## config.mk

```make
export PLATFORM = sky130hd
export DESIGN_NAME = http_header_line_normalizer
export DESIGN_NICKNAME = d
export VERILOG_FILES = /design/src/hdl/hhln_pkg.sv /design/src/hdl/http_header_line_normalizer.sv /design/src/hdl/hhln_front.sv /design/src/hdl/hhln_queue.sv /design/src/hdl/hhln_back.sv
export VERILOG_INCLUDE_DIRS = /design/src /design/src/hdl
export SDC_FILE = /design/constraint.sdc
export NUM_CORES = 1
export LEC_CHECK = 0
export BUFFER_PORTS_ARGS = -buffer_cell sky130_fd_sc_hd__buf_2
export CORE_ASPECT_RATIO = 1.75
export CORE_MARGIN = 10
export CORE_UTILIZATION = 35
export DETAILED_ROUTE_END_ITERATION = 8
export GPL_TIMING_DRIVEN = 0
export PLACE_DENSITY = 0.53
export SLEW_MARGIN = 10
export SYNTH_ARGS = -nofsm -noshare
export SYNTH_HDL_FRONTEND = slang
export SYNTH_SLANG_ARGS = --single-unit
```

## constraint.sdc

```tcl
create_clock -name clock -period 3.45 [get_ports clock]
set_input_delay 0.69 -clock clock [delete_from_list [all_inputs] [get_ports clock]]
set_output_delay 0.69 -clock clock [all_outputs]
set_load 0.1 [all_outputs]
```

## src/hdl/http_header_line_normalizer_assert.svh

```systemverilog
// ----------------------------------------------------------------------------
// HTTP header line normalizer assertion macros
// Concurrent assertion wrappers shared by the normalizer front end and queue.
// ----------------------------------------------------------------------------
`ifndef HTTP_HEADER_LINE_NORMALIZER_ASSERT_SVH
`define HTTP_HEADER_LINE_NORMALIZER_ASSERT_SVH

`ifndef ASSERT_OFF

`define HHLN_ASSERT(label, clk, rst, prop, msg) \
   label: assert property (@(posedge clk) disable iff (rst) prop) else $error(msg);

`define HHLN_ASSERT_NEVER(label, clk, rst, cond, msg) \
   label: assert property (@(posedge clk) disable iff (rst) !(cond)) else $error(msg);

`else

`define HHLN_ASSERT(label, clk, rst, prop, msg)

`define HHLN_ASSERT_NEVER(label, clk, rst, cond, msg)

`endif

`endif

```

## src/hdl/hhln_pkg.sv

```systemverilog
// ----------------------------------------------------------------------------
// HTTP header line normalizer package
// Character codes, parser modes and the result plan passed front to back.
// ----------------------------------------------------------------------------
package hhln_pkg;

   localparam logic [7:0] CH_CR  = 8'h0D;
   localparam logic [7:0] CH_LF  = 8'h0A;
   localparam logic [7:0] CH_SP  = 8'h20;
   localparam logic [7:0] CH_TAB = 8'h09;

   localparam int HHLN_QUEUE_DEPTH = 4;

   typedef enum logic [1:0] {
      MODE_COPY     = 2'd0,
      MODE_AFTER_CR = 2'd1,
      MODE_AFTER_NL = 2'd2,
      MODE_BODY     = 2'd3
   } mode_type;

   typedef struct packed {
      logic [7:0] data;
      logic       is_body;
      logic       header_end;
   } result_type;

   typedef struct packed {
      result_type first;
      result_type second;
      logic       has_second;
   } plan_type;

endpackage

```

## src/hdl/http_header_line_normalizer.sv

```systemverilog
// ----------------------------------------------------------------------------
// HTTP header line normalizer
// Folds CR/CRLF to LF and continuation lines to a space, flags the end of
// the header and passes the body through.
//
//   channel  | ports                                     | handshake
//   ---------+-------------------------------------------+--------------
//   request  | req_in_byte                               | push / full
//   response | rsp_out_byte rsp_is_body rsp_header_end   | empty / pop
//            | rsp_last_of_run                           |
//
// One request byte is taken per cycle while not full; the front end
// classifies it in the cycle it is accepted. The back end delivers one
// beat per cycle while pop is high and not empty, so a byte with two results
// holds the queue head until both are taken. full rises only when the plan
// queue holds QUEUE_DEPTH entries. Reset clears parser state and queue.
// ----------------------------------------------------------------------------
module http_header_line_normalizer
   import hhln_pkg::*;
#(
   parameter int QUEUE_DEPTH = HHLN_QUEUE_DEPTH
) (
   input  logic       clock,
   input  logic       reset,
   input  logic       push,
   output logic       full,
   input  logic [7:0] req_in_byte,
   output logic       empty,
   input  logic       pop,
   output logic [7:0] rsp_out_byte,
   output logic       rsp_is_body,
   output logic       rsp_header_end,
   output logic       rsp_last_of_run
);

   logic     accept;
   logic     plan_valid;
   plan_type plan;
   plan_type head;
   logic     q_full, q_empty, q_pop;

   assign accept = push && !q_full;
   assign full   = q_full;

   hhln_front u_front (
      .clock      (clock),
      .reset      (reset),
      .accept     (accept),
      .in_byte    (req_in_byte),
      .plan_valid (plan_valid),
      .plan       (plan)
   );

   hhln_queue #(
      .DEPTH (QUEUE_DEPTH)
   ) u_queue (
      .clock   (clock),
      .reset   (reset),
      .wr_en   (plan_valid),
      .wr_data (plan),
      .rd_en   (q_pop),
      .rd_data (head),
      .q_full  (q_full),
      .q_empty (q_empty)
   );

   hhln_back u_back (
      .clock           (clock),
      .reset           (reset),
      .head            (head),
      .q_empty         (q_empty),
      .q_pop           (q_pop),
      .pop             (pop),
      .empty           (empty),
      .rsp_out_byte    (rsp_out_byte),
      .rsp_is_body     (rsp_is_body),
      .rsp_header_end  (rsp_header_end),
      .rsp_last_of_run (rsp_last_of_run)
   );

endmodule

```

## src/hdl/hhln_front.sv

```systemverilog
// ----------------------------------------------------------------------------
// HTTP header line normalizer front end
// Classifies each input byte against the parser state and builds a plan of
// zero, one or two result beats.
// ----------------------------------------------------------------------------
`include "http_header_line_normalizer_assert.svh"

module hhln_front
   import hhln_pkg::*;
(
   input  logic       clock,
   input  logic       reset,
   input  logic       accept,
   input  logic [7:0] in_byte,
   output logic       plan_valid,
   output plan_type   plan
);

   mode_type   mode_ff, mode_in;
   logic       lwn_ff, lwn_in;
   logic       has_plan;
   logic       is_ws;
   result_type hdr_ch, body_ch, hdr_lf, end_lf, hdr_sp;

   always_ff @(posedge clock) begin
      if (reset) begin
         mode_ff <= MODE_COPY;
         lwn_ff  <= 1'b0;
      end else if (accept) begin
         mode_ff <= mode_in;
         lwn_ff  <= lwn_in;
      end
   end

   always_comb begin
      hdr_ch  = '{data: in_byte, is_body: 1'b0, header_end: 1'b0};
      body_ch = '{data: in_byte, is_body: 1'b1, header_end: 1'b0};
      hdr_lf  = '{data: CH_LF,   is_body: 1'b0, header_end: 1'b0};
      end_lf  = '{data: CH_LF,   is_body: 1'b0, header_end: 1'b1};
      hdr_sp  = '{data: CH_SP,   is_body: 1'b0, header_end: 1'b0};
      is_ws   = (in_byte == CH_SP) || (in_byte == CH_TAB);
      mode_in  = mode_ff;
      lwn_in   = lwn_ff;
      has_plan = 1'b0;
      plan     = '{first: hdr_ch, second: hdr_ch, has_second: 1'b0};
      case (mode_ff)
         MODE_COPY: begin
            if (in_byte == CH_CR) begin
               mode_in = MODE_AFTER_CR;
            end else if (in_byte == CH_LF) begin
               if (lwn_ff) begin
                  has_plan   = 1'b1;
                  plan.first = end_lf;
                  mode_in    = MODE_BODY;
               end else begin
                  mode_in = MODE_AFTER_NL;
                  lwn_in  = 1'b1;
               end
            end else begin
               has_plan   = 1'b1;
               plan.first = hdr_ch;
               lwn_in     = 1'b0;
            end
         end
         MODE_AFTER_CR: begin
            if (lwn_ff) begin
               has_plan        = 1'b1;
               plan.first      = end_lf;
               plan.second     = body_ch;
               plan.has_second = (in_byte != CH_LF);
               mode_in         = MODE_BODY;
            end else if (in_byte == CH_LF) begin
               mode_in = MODE_AFTER_NL;
               lwn_in  = 1'b1;
            end else if (is_ws) begin
               has_plan   = 1'b1;
               plan.first = hdr_sp;
               mode_in    = MODE_COPY;
               lwn_in     = 1'b0;
            end else if (in_byte == CH_CR) begin
               has_plan   = 1'b1;
               plan.first = hdr_lf;
               mode_in    = MODE_AFTER_CR;
               lwn_in     = 1'b1;
            end else begin
               has_plan        = 1'b1;
               plan.first      = hdr_lf;
               plan.second     = hdr_ch;
               plan.has_second = 1'b1;
               mode_in         = MODE_COPY;
               lwn_in          = 1'b0;
            end
         end
         MODE_AFTER_NL: begin
            has_plan = 1'b1;
            if (is_ws) begin
               plan.first = hdr_sp;
               mode_in    = MODE_COPY;
               lwn_in     = 1'b0;
            end else begin
               plan.first = hdr_lf;
               if (in_byte == CH_CR) begin
                  mode_in = MODE_AFTER_CR;
               end else if (in_byte == CH_LF) begin
                  if (lwn_ff) begin
                     plan.second     = end_lf;
                     plan.has_second = 1'b1;
                     mode_in         = MODE_BODY;
                  end else begin
                     mode_in = MODE_AFTER_NL;
                     lwn_in  = 1'b1;
                  end
               end else begin
                  plan.second     = hdr_ch;
                  plan.has_second = 1'b1;
                  mode_in         = MODE_COPY;
                  lwn_in          = 1'b0;
               end
            end
         end
         MODE_BODY: begin
            has_plan   = 1'b1;
            plan.first = body_ch;
         end
         default: begin
            mode_in = MODE_COPY;
         end
      endcase
   end

   assign plan_valid = accept && has_plan;

   `HHLN_ASSERT(a_after_nl_lwn, clock, reset,
                (mode_ff == MODE_AFTER_NL) |-> lwn_ff,
                "held newline without newline flag")
   `HHLN_ASSERT(a_body_sticky, clock, reset,
                (mode_ff == MODE_BODY) |=> (mode_ff == MODE_BODY),
                "left body mode")
   `HHLN_ASSERT(a_end_then_body, clock, reset,
                (plan_valid && plan.first.header_end && plan.has_second) |-> plan.second.is_body,
                "byte after header end not body")

endmodule

```

## src/hdl/hhln_queue.sv

```systemverilog
// ----------------------------------------------------------------------------
// HTTP header line normalizer plan queue
// Short register queue between the front end and the back end.
// ----------------------------------------------------------------------------
`include "http_header_line_normalizer_assert.svh"

module hhln_queue
   import hhln_pkg::*;
#(
   parameter int DEPTH = HHLN_QUEUE_DEPTH
) (
   input  logic     clock,
   input  logic     reset,
   input  logic     wr_en,
   input  plan_type wr_data,
   input  logic     rd_en,
   output plan_type rd_data,
   output logic     q_full,
   output logic     q_empty
);

   localparam int PTR_W = (DEPTH > 1) ? $clog2(DEPTH) : 1;
   localparam int CNT_W = $clog2(DEPTH + 1);

   plan_type           mem_ff [DEPTH];
   logic [PTR_W-1:0]   wr_ptr_ff, wr_ptr_in;
   logic [PTR_W-1:0]   rd_ptr_ff, rd_ptr_in;
   logic [CNT_W-1:0]   count_ff, count_in;

   always_ff @(posedge clock) begin
      if (wr_en) begin
         mem_ff[wr_ptr_ff] <= wr_data;
      end
   end

   always_ff @(posedge clock) begin
      if (reset) begin
         wr_ptr_ff <= '0;
         rd_ptr_ff <= '0;
         count_ff  <= '0;
      end else begin
         wr_ptr_ff <= wr_ptr_in;
         rd_ptr_ff <= rd_ptr_in;
         count_ff  <= count_in;
      end
   end

   always_comb begin
      wr_ptr_in = wr_ptr_ff;
      rd_ptr_in = rd_ptr_ff;
      count_in  = count_ff;
      if (wr_en) begin
         wr_ptr_in = (wr_ptr_ff == PTR_W'(DEPTH - 1)) ? '0 : wr_ptr_ff + 1'b1;
      end
      if (rd_en) begin
         rd_ptr_in = (rd_ptr_ff == PTR_W'(DEPTH - 1)) ? '0 : rd_ptr_ff + 1'b1;
      end
      if (wr_en && !rd_en) begin
         count_in = count_ff + 1'b1;
      end else if (rd_en && !wr_en) begin
         count_in = count_ff - 1'b1;
      end
   end

   assign rd_data = mem_ff[rd_ptr_ff];
   assign q_full  = (count_ff == CNT_W'(DEPTH));
   assign q_empty = (count_ff == '0);

   `HHLN_ASSERT(a_count_bound, clock, reset, count_ff <= CNT_W'(DEPTH), "queue count overflow")
   `HHLN_ASSERT_NEVER(a_no_overrun, clock, reset, wr_en && q_full, "write into full queue")
   `HHLN_ASSERT_NEVER(a_no_underrun, clock, reset, rd_en && q_empty, "read from empty queue")

endmodule

```

## src/hdl/hhln_back.sv

```systemverilog
// ----------------------------------------------------------------------------
// HTTP header line normalizer back end
// Walks each queued plan and delivers its one or two result beats in order.
// ----------------------------------------------------------------------------
module hhln_back
   import hhln_pkg::*;
(
   input  logic       clock,
   input  logic       reset,
   input  plan_type   head,
   input  logic       q_empty,
   output logic       q_pop,
   input  logic       pop,
   output logic       empty,
   output logic [7:0] rsp_out_byte,
   output logic       rsp_is_body,
   output logic       rsp_header_end,
   output logic       rsp_last_of_run
);

   logic       sel_second_ff, sel_second_in;
   logic       fire;
   result_type cur;

   always_ff @(posedge clock) begin
      if (reset) begin
         sel_second_ff <= 1'b0;
      end else begin
         sel_second_ff <= sel_second_in;
      end
   end

   always_comb begin
      fire          = pop && !q_empty;
      sel_second_in = sel_second_ff;
      q_pop         = 1'b0;
      if (fire) begin
         if (head.has_second && !sel_second_ff) begin
            sel_second_in = 1'b1;
         end else begin
            sel_second_in = 1'b0;
            q_pop         = 1'b1;
         end
      end
   end

   assign cur             = sel_second_ff ? head.second : head.first;
   assign empty           = q_empty;
   assign rsp_out_byte    = cur.data;
   assign rsp_is_body     = cur.is_body;
   assign rsp_header_end  = cur.header_end;
   assign rsp_last_of_run = sel_second_ff || !head.has_second;

endmodule

```

==> reports/qor.txt, run 1 <==
status: completed
CTS tree: built
setup TNS: 0 ps
CTS sink count: 97
Starting DRT DRC Count: 129
post_cts resized: 0
post-synthesis sequential area ratio: 63.1%
Clock Power Share: 26.4%
Clock transition at path regs: 70 ps
Worst Skew: 6.09 ps
syn avg cell area: 14.8 um2
RSZ-0062 raised after global routing: false
Mapped Nets: 323
area occupied by multi-input gates: 1520 um2
max incr delay on CP: 590 ps
number of port buffers: 24
Pre-antenna DRT Iters: 4
# H-tree levels: 3
initial cell density of the core: 35.5%
Max Slew Vio Count: 0
switching power: 1.49 mW
Worst path most repeated cell: nand2_1
Final Hold Fails: 0
Via density: 5.02
Synth async-reset ratio: 0%
core footprint: 12400 um2
max_cap viols: 0
Cells after Synth: 299
RePlAce Congestion: 0.823
ratio of cells with drive above 1 in the final layout: 21.2%
FMAX: 0.330 GHz
Post-synth EDFFs: 84
critical path class: flip-flop to output pin
Die ar.: 17700 um2
top cells by area, synth: edfxtp_1, mux4_2, dfxtp_1
clk_lat worst skew: 340 ps
Post-route DRC: 0
Slew Limit Headroom: 16.3%
global-route wire length before repair: 15400 um
die width: 105 um
Max VDD drop: 487 uV
Slowest cell on crit path: clkbuf_1
hold path depth: 2
DR WL/cell: 19.7 um
min cycle time layout: 3030 ps
grt total ovfl: 0
Clock Tree Buf Depth: 2
post-synth top area share: 57.2%
hold crit path type: flip-flop to flip-flop
commonest non-fill, non-tap cell in the layout: edfxtp_1
Ports: 25
CP arrival: 2340 ps
Placed Cells: 491
largest net degree at the start of global routing: 22
vias in the first global route: 2726
Worst R2R Path Depth: 6
Finished Cell Area: 5050 um2
Crit Path Max Fanout: 10
most frequent cells in the layout: edfxtp_1, nand2_1, buf_2
nature of the critical path endpoint: output pin
Post-CTS Setup Repair Bufs: 0
Placement Cell Area: 4740 um2
Seq. cell area: 2780 um2
ANT nets after route: 0
WHS: 489 ps
area grow syn2layout: 14.4%
CP cell instances: clkbuf_1 -> mux4_2 -> nand2_1 -> nand2_1 -> buf_2
Num CTS Buffers: 9
Synth area leader: edfxtp_1
Synth Register Bits: 97
row count: 54
# fillers: 1196
clock root cell: clkbuf_16
Comb power frac: 34.6%
switching share of power: 38.9%
worst slew pin tran: 1260 ps
initial antenna violation count: 0
Via Count: 2547
Diodes inserted: 0
CTS Hold Bufs: 0
fin crit share: 88.0%
Setup-failing EPs final: 0
sequential power share: 39.1%
Cell Area, Synth: 4410 um2
Int Power: 2.34 mW
Netlist cell types: 57
Synth Warn #: 0
PwrDens: 759 nW/um2
Post-Route WL: 9990 um
R2R setup slack: 580 ps
Post-DP HPWL: 7090 um
Total GRT Usage: 11.5%
P_leak: 1.73 nW
Synth Flop Type: edfxtp_1
Critical Path Start Type: flip-flop
final total power: 3.83 mW
Die H: 169 um
Nets: 358
Final Non-Filler Cells: 507
Req. time, crit path: 2760 ps
flip-flops by register name (all words and copies together), names as in the netlist, named ones only:
register	cells
u_queue.mem_ff	84
u_queue.count_ff	3
u_front.mode_ff	2
u_queue.rd_ptr_ff	2
u_queue.wr_ptr_ff	2
u_back.sel_second_ff	1
u_front.lwn_ff	1
final timing paths:
check / from / endpoint
setup reg to reg: u_front.mode_ff[0] / u_queue.mem_ff[3][4]
hold / removal: u_back.sel_second_ff / u_back.sel_second_ff
hold reg to reg: u_back.sel_second_ff / u_back.sel_second_ff
setup / recovery: flip-flop / rsp_out_byte[4]
worst max-delay path, delay by kind of cell, from the launching register on:
kind,cells,cell delay [ps]
multiplexers,1,420
AND/OR/NAND/NOR,2,190
flip-flops,1,360
buffers and inverters,2,1020
layout make-up:
class	count	share of cell area (%)
clock inverter	7	1.61
timing repair buffer	24	2.38
multi-input combinational	178	30.2
buffer	13	1.26
inverter	11	0.818
sequential	97	55.1
clock buffer	9	4.46
tap	168	4.16
Yosys cell counts, types with 2 or more instances:
cell      number
a31oi_1        2
xor2_1         2
nor2_1        12
buf_2          2
o21a_1         6
dfxtp_1       13
nor2b_1        8
o21ai_0        4
clkbuf_1       8
ha_1          11
and3b_1        2
o211ai_1       2
inv_1         11
and2_1         7
nand2b_1       2
and3_1         2
a21oi_1        9
nand2_1       40
mux2i_1        4
o31ai_1        3
nor3_1         5
mux4_2        21
nand3_1        6
edfxtp_1      84
metrics by stage:
step | setup WS (ps) | utilization, %
2_1_floorplan | 356 | -
3_3_place_gp | 97.9 | 38.1
3_5_place_dp | 83.7 | 38.1
4_1_cts | 360 | 40.6
5_1_grt | 272 | 40.6
6_report | 416 | 40.6
power by group through the flow:
stage | Sequential, mW | Clock, mW | Combinational (mW)
after floorplan | 1.50 | 0 | 1.09
after global placement | 1.52 | 0 | 1.35
after detailed placement | 1.53 | 0 | 1.35
after CTS | 1.50 | 1.03 | 1.36
after global routing | 1.51 | 1.08 | 1.42
final | 1.50 | 1.01 | 1.32
cell families after synthesis:
group,share of synthesized area (%)
DFF,63.1
AOI/OAI and AO/OA,7.52
and+or+nand+nor,11.1
buffers and inverters,2.38
muxes,12.0
xor gates and xnor gates,0.397
adders and majority gates,3.57
routing by layer:
metal,vias up,track usage (%),wire length (um)
met3,12,2.02,262
met4,0,4.62,244
met2,40,22.5,5710
met5,-,0,0
li1,1203,-,-
met1,1292,11.5,3770
No activity file was read; power rests on OpenSTA's default activity.
==> run 2: changes to the inputs <==
--- a/config.mk
+++ b/config.mk
@@ -9,10 +9,10 @@
 export BUFFER_PORTS_ARGS = -buffer_cell sky130_fd_sc_hd__buf_2
 export CORE_ASPECT_RATIO = 1.75
 export CORE_MARGIN = 10
-export CORE_UTILIZATION = 35
+export CORE_UTILIZATION = 60
 export DETAILED_ROUTE_END_ITERATION = 8
 export GPL_TIMING_DRIVEN = 0
-export PLACE_DENSITY = 0.53
+export PLACE_DENSITY = 0.81
 export SLEW_MARGIN = 10
 export SYNTH_ARGS = -nofsm -noshare
 export SYNTH_HDL_FRONTEND = slang
==> constraint.sdc (replaced) <==
create_clock -name clock -period 3.1 [get_ports clock]
set_input_delay 0.62 -clock clock [delete_from_list [all_inputs] [get_ports clock]]
set_output_delay 0.62 -clock clock [all_outputs]
set_load 0.1 [all_outputs]
==> run 2 against run 1 <==
Net effect:
- non-clock buffer count unchanged
- sequential cell count unchanged
- critical endpoint is now rsp_out_byte[7]
- hold slack better by 1.4 ps
- largest cell class unchanged
- sequential power up 11%
- wire length down 11%
- clock-buffer cell count up 2
- register-to-register slack worse by 330 ps
==> reports/qor.txt, run 2 (synthesis gave the netlist of run 1 again) <==
Worst R2R Path Depth: 11 (was 6)
crit-path leading delay family: buffers and inverters (unchanged)
final total power: 4.22 mW (was 3.83 mW)
Critical Path Start Type: flip-flop (unchanged)
post_cts resized: 0 (unchanged)
Setup-failing EPs final: 0 (unchanged)
die width: 84.8 um (was 105 um)
Max VDD drop: 716 uV (was 487 uV)
Worst Setup Slack, final: 227 ps (was 416 ps)
Post-CTS Setup Repair Bufs: 0 (unchanged)
Placement Cell Area: 4640 um2 (was 4740 um2)
Via density: 6.12 (was 5.02)
worst slew pin tran: 1140 ps (was 1260 ps)
Via Count: 2601 (was 2547)
Comb power frac: 34.6% (about the same)
Final Hold Fails: 0 (unchanged)
CP arrival: 2250 ps (was 2340 ps)
max_cap viols: 0 (unchanged)
most frequent cells in the layout: edfxtp_1, nand2_1, buf_2 (unchanged)
Slew Limit Headroom: 24.3% (was 16.3%)
Total GRT Usage: 16.9% (was 11.5%)
commonest non-fill, non-tap cell in the layout: edfxtp_1 (unchanged)
Clock Tree Buf Depth: 2 (unchanged)
# H-tree levels: 3 (unchanged)
Worst path most repeated cell: nand2_1 (unchanged)
RePlAce Congestion: 0.892 (was 0.823)
sequential power share: 39.5% (was 39.1%)
area grow syn2layout: 11.9% (was 14.4%)
PwrDens: 855 nW/um2 (was 759 nW/um2)
switching power: 1.62 mW (was 1.49 mW)
CP Depth: 5 (unchanged)
DR WL/cell: 21.0 um (was 19.7 um)
WHS: 490 ps (was 489 ps)
Top reg by flops: u_queue.mem_ff (unchanged)
FMAX: 0.348 GHz
clock root cell: clkbuf_16 (unchanged)
Regs by FF count: u_queue.mem_ff: 84 flops, u_queue.count_ff: 3 flops (unchanged)
dpl ws: -105 ps (was 83.7 ps)
max FFs per register: 84 (unchanged)
Req. time, crit path: 2480 ps (was 2760 ps)
status: completed (unchanged)
WHS Endpoint: u_back.sel_second_ff (unchanged)
R2R setup slack: 250 ps (was 580 ps)
switching share of power: 38.3% (was 38.9%)
Worst Skew: 6.36 ps (was 6.09 ps)
Clock Power Share: 25.9% (was 26.4%)
Slowest cell on crit path: clkbuf_1 (unchanged)
initial antenna violation count: 0 (unchanged)
row count: 41 (was 54)
Post-Route Utilization: 68.7% (was 40.6%)
min cycle time layout: 2870 ps
hold path depth: 2 (unchanged)
Worst Path Buf+Inv: 2 (unchanged)
P_leak: 1.72 nW (was 1.73 nW)
hold path start: u_back.sel_second_ff (unchanged)
Post-route DRC: 0 (unchanged)
Ports: 25 (unchanged)
RSZ-0062 raised after global routing: false (unchanged)
Num CTS Buffers: 9 (unchanged)
RR Startpoint: u_front.mode_ff[0] (unchanged)
Die ar.: 11300 um2 (was 17700 um2)
Post-DP HPWL: 6220 um (was 7090 um)
Starting DRT DRC Count: 200 (was 129)
Pre-antenna DRT Iters: 5 (was 4)
Post-Route WL: 8910 um (was 9990 um)
clk_lat worst skew: 340 ps (about the same)
Finished Cell Area: 4940 um2 (was 5050 um2)
Clock transition at path regs: 60 ps (was 70 ps)
Reg-to-Reg End: u_queue.count_ff[2] (was u_queue.mem_ff[3][4])
Diodes inserted: 0 (unchanged)
Die H: 133 um (was 169 um)
Max Slew Vio Count: 0 (unchanged)
ANT nets after route: 0 (unchanged)
core footprint: 7180 um2 (was 12400 um2)
CTS sink count: 97 (unchanged)
nature of the critical path endpoint: output pin (unchanged)
global-route wire length before repair: 14700 um (was 15400 um)
vias in the first global route: 2775 (was 2726)
ratio of cells with drive above 1 in the final layout: 20.9% (was 21.2%)
CTS tree: built (unchanged)
Nets: 358 (unchanged)
Int Power: 2.61 mW (was 2.34 mW)
grt total ovfl: 0 (unchanged)
critical path class: flip-flop to output pin (unchanged)
CP cell instances: clkbuf_1 -> mux4_2 -> nand2_1 -> nand2_1 -> buf_2 (unchanged)
largest net degree at the start of global routing: 22 (unchanged)
number of port buffers: 24 (unchanged)
initial cell density of the core: 61.4% (was 35.5%)
fin crit share: 92.7%
Crit Path Max Fanout: 10 (unchanged)
CTS Hold Bufs: 0 (unchanged)
max incr delay on CP: 550 ps (was 590 ps)
hold crit path type: flip-flop to flip-flop (unchanged)
-- run 2: worst max path at each step --
stage	slack [ps]	from	to
after floorplan	80	u_queue.count_ff[1]	empty
after CTS	190	flip-flop	rsp_out_byte[7]
after global placement	-100	req_in_byte[2]	u_queue.count_ff[2]
after detailed placement	-110	req_in_byte[2]	u_queue.count_ff[2]
after global routing	9	u_front.mode_ff[0]	u_queue.count_ff[2]
final	230	flip-flop	rsp_out_byte[7]
-- run 2: power by group through the flow --
| stage | logic [mW] | clock network [mW] | registers [mW] |
|---|---|---|---|
| final | 1.46 | 1.09 | 1.67 |
| after global routing | 1.56 | 1.16 | 1.69 |
| after CTS | 1.48 | 1.11 | 1.67 |
| after detailed placement | 1.47 | 0 | 1.70 |
| after global placement | 1.46 | 0 | 1.69 |
| after floorplan | 1.21 | 0 | 1.67 |
-- run 2: final cells by class --
cell class / instances / area, um2
buffer: 13 / 63.8
clock buffer: 11 / 233
clock inverter: 5 / 65.1
fill: 500 / 2240
inverter: 11 / 41.3
multi-input combinational: 178 / 1520
sequential: 97 / 2780
tap: 86 / 108
timing repair buffer: 24 / 120
-- run 2: worst reg2reg max path: cells and delay by family, from the launching register on --
kind                     cells  cell delay (ps)
XOR/XNOR                     1              170
flip-flops                   1              400
AO/OA/AOI/OAI                3              680
AND/OR/NAND/NOR              1              300
adder cells (fa/ha/maj)      3              880
buffers and inverters        3              340
-- run 2: per-layer routing --
layer | global-route usage, % | vias up | wire length (um)
li1 | - | 1213 | -
met5 | 0 | - | 0
met1 | 18.7 | 1279 | 3360
met2 | 28.8 | 89 | 4790
met4 | 8.46 | 0 | 330
met3 | 4.70 | 20 | 430
-- run 2: through the flow --
stage | setup TNS, ps | cells
after floorplan | 0 | 299
after global placement | -2260 | 409
after detailed placement | -3300 | 409
after CTS | 0 | 425
after global routing | 0 | 425
final | 0 | 425
